### src/rtl/cau_pkg.sv
`timescale 1ns / 1ps

package cau_pkg;

   localparam int WORD_BITS  = 32;
   localparam int FRAC_BITS  = 16;
   localparam int PROD_W     = 2 * WORD_BITS;
   localparam int SUM_W      = PROD_W + 2;
   localparam int MAG_W      = SUM_W - 1;
   localparam int NUM_W      = MAG_W + FRAC_BITS;
   localparam int DEN_W      = PROD_W;
   localparam int REM_W      = DEN_W + 1;
   localparam int CMP_W      = (NUM_W > DEN_W + WORD_BITS) ? NUM_W : DEN_W + WORD_BITS;
   localparam int DIV_STEPS  = 2;
   localparam int DIV_STAGES = WORD_BITS / DIV_STEPS;
   localparam int LATENCY    = DIV_STAGES + 5;

   typedef enum logic [2:0] {
      FUNC_ADD  = 3'd0,
      FUNC_SUB  = 3'd1,
      FUNC_MUL  = 3'd2,
      FUNC_DIV  = 3'd3,
      FUNC_CONJ = 3'd4,
      FUNC_NORM = 3'd5,
      FUNC_EQ   = 3'd6
   } func_type;

   typedef struct packed {
      logic [WORD_BITS-1:0] val;
      logic                 clip;
   } sat_type;

   // per transaction control and non-divide result travelling down the pipe
   typedef struct packed {
      logic                 valid;
      logic [2:0]           func;
      logic [WORD_BITS-1:0] res_re;
      logic [WORD_BITS-1:0] res_im;
      logic                 eq;
      logic                 sat;
      logic                 neg_re;
      logic                 neg_im;
      logic                 ovf_re;
      logic                 ovf_im;
      logic                 dz;
   } meta_type;

   // one lane of the restoring divider
   typedef struct packed {
      logic [REM_W-1:0]     rem;
      logic [WORD_BITS-1:0] nlow;
      logic [WORD_BITS-1:0] q;
   } lane_type;

   // clip a wide signed value to the word range
   function automatic sat_type sat_word(input logic signed [SUM_W-1:0] x);
      sat_type                 r;
      logic signed [SUM_W-1:0] hi;
      logic signed [SUM_W-1:0] lo;
      hi = {{(SUM_W-WORD_BITS+1){1'b0}}, {(WORD_BITS-1){1'b1}}};
      lo = ~hi;
      r.clip = 1'b0;
      r.val  = x[WORD_BITS-1:0];
      if (x > hi) begin
         r.clip = 1'b1;
         r.val  = {1'b0, {(WORD_BITS-1){1'b1}}};
      end else if (x < lo) begin
         r.clip = 1'b1;
         r.val  = {1'b1, {(WORD_BITS-1){1'b0}}};
      end
      return r;
   endfunction

   // apply sign to an unsigned quotient and clip
   function automatic sat_type quot_word(input logic [WORD_BITS-1:0] q,
                                         input logic neg, input logic ovf);
      sat_type r;
      r.clip = 1'b0;
      r.val  = q;
      if (ovf) begin
         r.clip = 1'b1;
         r.val  = neg ? {1'b1, {(WORD_BITS-1){1'b0}}} : {1'b0, {(WORD_BITS-1){1'b1}}};
      end else if (neg) begin
         if (q[WORD_BITS-1] && |q[WORD_BITS-2:0]) begin
            r.clip = 1'b1;
            r.val  = {1'b1, {(WORD_BITS-1){1'b0}}};
         end else begin
            r.val = -q;
         end
      end else if (q[WORD_BITS-1]) begin
         r.clip = 1'b1;
         r.val  = {1'b0, {(WORD_BITS-1){1'b1}}};
      end
      return r;
   endfunction

endpackage

### src/rtl/cau_div_step.sv
`timescale 1ns / 1ps

module cau_div_step (
   input  logic                      clock,
   input  cau_pkg::lane_type         lane_d,
   input  logic [cau_pkg::DEN_W-1:0] den,
   output cau_pkg::lane_type         lane_q
);
   import cau_pkg::*;

   lane_type step_ff, step_in;

   // restoring division, two quotient bits per stage
   always_comb begin
      step_in = lane_d;
      for (int k = 0; k < DIV_STEPS; k++) begin
         step_in.rem  = {step_in.rem[REM_W-2:0], step_in.nlow[WORD_BITS-1]};
         step_in.nlow = {step_in.nlow[WORD_BITS-2:0], 1'b0};
         if (step_in.rem >= REM_W'(den)) begin
            step_in.rem = step_in.rem - REM_W'(den);
            step_in.q   = {step_in.q[WORD_BITS-2:0], 1'b1};
         end else begin
            step_in.q   = {step_in.q[WORD_BITS-2:0], 1'b0};
         end
      end
   end

   always_ff @(posedge clock) begin
      step_ff <= step_in;
   end

   assign lane_q = step_ff;

endmodule

### config.mk
export PLATFORM = sky130hd
export DESIGN_NAME = cau_div_step
export DESIGN_NICKNAME = d
export VERILOG_FILES = /design/src/rtl/cau_pkg.sv /design/src/rtl/cau_div_step.sv
export SDC_FILE = /design/constraint.sdc
export NUM_CORES = 1
export LEC_CHECK = 0
export ABC_CLOCK_PERIOD_IN_PS = 18250
export BUFFER_PORTS_ARGS = -buffer_cell sky130_fd_sc_hd__buf_2
export CAP_MARGIN = 10
export CORE_ASPECT_RATIO = 0.9
export CORE_UTILIZATION = 40
export DETAILED_ROUTE_END_ITERATION = 7
export HOLD_SLACK_MARGIN = 0.1
export RECOVER_POWER = 100
export SKIP_CTS_REPAIR_TIMING = 1
export SYNTH_ARGS = -nofsm -noshare
export SYNTH_HDL_FRONTEND = slang
export SYNTH_SLANG_ARGS = --single-unit
### constraint.sdc
create_clock -name clock -period 18.25 [get_ports clock]
set_clock_uncertainty 0.2 [all_clocks]
set_input_delay 2.7375 -clock clock [delete_from_list [all_inputs] [get_ports clock]]
set_output_delay 2.7375 -clock clock [all_outputs]
set_load 0.03 [all_outputs]
==> flow_summary_export.csv <==
group,metric,value,unit
clocking,clockBufferDepth,2,
clocking,cts.clk_slew.worst_paths,0.07,ns
timing,tns,0,ns
yosys,yosys.area.top_type_share,20.9,%
yosys,yosys.cell_count.top_type,"nand2_1",
yosys,synth_edf_count,0,
floorplan,core,29900,um^2
detailed_routing,routed_wl,40700,um
power,irDropWorstVdd,63.3,uV
placed_design,dpl.cell_count,2188,
yosys,async_reset_ff_share,0,%
yosys,syn_area,12200,um^2
global_route,grt_pass1_vias,11684,
yosys,synth-seq-cells,127,
timing,slew_headroom,-21.2,%
finish,nets,2128,
critical_path,timing_worst_setup_path_type,"primary input to flop",
status,violations,"max-capacitance violations, max-slew violations",
clocking,clock-sinks,127,
global_route,gr-total-overflow,0,
yosys,yosysWarnings,0,
timing,slew_violations,68,
clocking,clockRootBuffer,"clkbuf_16",
critical_path,startpoint_type,"primary input",
flow_run,maxCapViolations,2,
floorplan,die-width,186,um
critical_path,cp-end-kind,"flop",
global_route,track_usage,25.2,%
yosys,yosysSeqAreaShare,20.9,%
global_route,grt_pass1_wl,61300,um
hold_path,hp-class,"primary input to flop",
finish,layout.cells.non_filler,2222,
power,p_comb_share,55.6,%
timing,fin_crit,13.05,ns
timing,worst_slack,5.20,ns
detailed_routing,num_vias,12224,
timing,hold_viol_final,0,
status,status,"finished, violations left",
yosys,synth_cells,1528,
floorplan,start_util,40.7,%
clocking,htree_levels,4,
hold_path,hold_path_depth,1,
yosys,synth.area.top_cells,"dfxtp_1 (21%), ha_1 (13%), a21oi_1 (6.1%)",
power,p_per_area,118,nW/um^2
power,p_seq_share,22.9,%
floorplan,rows,60,
finish,areaGrowthSynthToFinish,16.2,%
finish,largest_reg_flops,127,
yosys,ys_types,81,
power,leakage,0.00637,uW
detailed_routing,wl_per_cell,18.3,um
critical_path,cp_data_required_time,18.35,ns
yosys,netlist.top_cell.by_area,"dfxtp_1",
placed_design,dp_hpwl,33100,um
critical_path,crit_fanout,36,
power,clkPwrFrac,21.4,%
clocking,cts_buffers,17,
power,intPower,886,uW
yosys,synth_area_per_cell,7.96,um^2
placed_design,port_buffers,317,
floorplan,fp.dieH,167,um
timing,worstMarginPinSlew,1.82,ns
finish,final.fill_count,3170,
global_route,antenna_found_initial,3,
yosys,ys.flop_type,"dfxtp_1",
clocking,cts_tree,"done",
floorplan,ios,323,
detailed_routing,drt_iter0_drc,773,
global_route,grt_max_degree,92,
finish,final_area,14100,um^2
placed_design,place.gp.congestion,0.929,
timing,rsz0062_at_grt,"false",
power,sw_frac_of_total,47.0,%
timing,setup_viol,0,
detailed_routing,drtPass1Iterations,6,
placed_design,place_area,13900,um^2
floorplan,die-area,31100,um^2
timing,fin_crit_sh,71.5,%
placed_design,pre_cts_ws,7.09,ns
detailed_routing,drc_errors,0,
power,net-switching-power,786,uW
yosys,synthTopCellsByCount,"nand2_1 (162), a21oi_1 (147), ha_1 (128), dfxtp_1 (127), o21ai_0 (117)",
critical_path,cp.arrival,13.15,ns
timing,max_freq,76.6,MHz
detailed_routing,drt-vias-per-instance,5.50,
finish,drive_gt1_share,15.6,%
detailed_routing,ant_nets,0,
[stage by stage]
step	utilization (%)	power [uW]	hold slack [ns]
2_1_floorplan	-	1160	2.57
3_3_place_gp	46.4	1380	2.64
3_5_place_dp	46.4	1390	2.64
4_1_cts	48.4	1760	2.18
5_1_grt	47.3	1780	2.18
6_report	47.3	1670	2.20
[final cells by class]
class / count / area [um^2] / share of cell area (%)
inverter: 95 / 357 / 2.52
antenna: 2 / 5.00 / 0.0354
tap: 403 / 504 / 3.57
timing repair buffer: 322 / 1460 / 10.3
clock inverter: 15 / 170 / 1.20
multi-input combinational: 1241 / 8660 / 61.3
clock buffer: 17 / 425 / 3.01
sequential: 127 / 2540 / 18.0
[per-layer routing]
metal	wire length, um	up-vias	global-route usage [%]
met1	18700	5648	33.3
met4	725	2	6.34
met3	3100	46	5.61
li1	-	6070	-
met2	18200	458	41.1
met5	13	-	0
[logic make-up (layout without fill, tap and decap cells)]
group,count (synthesis),after routing,synth area share [%]
and+or+nand+nor,432,432,16.7
muxes,84,84,9.19
adders and majority gates,130,130,13.5
xor gates and xnor gates,115,115,8.28
other,1,4,0.0308
buffers and inverters,161,449,6.43
AOI/OAI and AO/OA,478,478,24.9
DFF,127,127,20.9
[worst paths after layout]
check                      start            endpoint  slack (ns)
worst max-delay path     den[33]  lane_q[89]$_DFF_P_        5.20
worst min-delay path  lane_d[14]  lane_q[16]$_DFF_P_        2.20
[placed cells by master (no fill, tap or decap), types with 6 or more instances in the layout]
| master | netlist | routed |
|---|---|---|
| xor2_1 | 44 | 44 |
| xnor2_1 | 71 | 71 |
| mux2_2 | 33 | 31 |
| or2_2 | 6 | 6 |
| nor2b_1 | 23 | 23 |
| dfxtp_1 | 127 | 127 |
| inv_1 | 95 | 95 |
| nor3_1 | 21 | 21 |
| clkbuf_16 | 0 | 17 |
| nand3_1 | 35 | 35 |
| nand4_1 | 32 | 32 |
| o211ai_1 | 13 | 13 |
| o21a_1 | 15 | 15 |
| and2_1 | 12 | 12 |
| nor2_1 | 92 | 91 |
| o31a_1 | 6 | 6 |
| nand2b_1 | 6 | 6 |
| clkbuf_1 | 27 | 129 |
| or3_1 | 6 | 6 |
| a21oi_1 | 147 | 147 |
| a21o_1 | 57 | 57 |
| ha_1 | 128 | 128 |
| o21bai_1 | 19 | 19 |
| inv_8 | 0 | 6 |
| a31oi_1 | 11 | 11 |
| mux2_1 | 0 | 47 |
| o31ai_1 | 12 | 12 |
| nand2_1 | 162 | 162 |
| o21ai_0 | 117 | 118 |
| nor4_1 | 9 | 9 |
| buf_2 | 18 | 190 |
| and3_1 | 14 | 14 |
| a211oi_1 | 19 | 19 |
[critical path, stage by stage]
cell	delay [ns]
buf_2	0.07
inv_1	0.07
ha_1	0.43
and3_1	0.40
nand2_1	0.09
or3_1	0.38
a2111oi_0	0.88
o211ai_1	0.21
a21oi_1	0.36
nor2_4	0.07
inv_1	0.45
clkbuf_1	0.62
mux2_1	0.43
ha_1	0.40
a21oi_1	0.28
o211ai_1	0.14
a21oi_1	0.22
and3_1	0.22
o21ai_0	0.20
o2111ai_1	0.48
nand2_1	0.15
a21o_1	0.19
o41ai_1	0.40
o211a_1	1.41
clkbuf_1	1.38
mux2_1	0.42
[power by group through the flow]
stage	registers [uW]	clock network [uW]	logic [uW]
after floorplan	558	0	602
after global placement	385	0	998
after detailed placement	387	0	1000
after CTS	382	370	1010
after global routing	392	382	1000
final	384	358	931
Note: power is estimated with default switching activity, not from simulation.
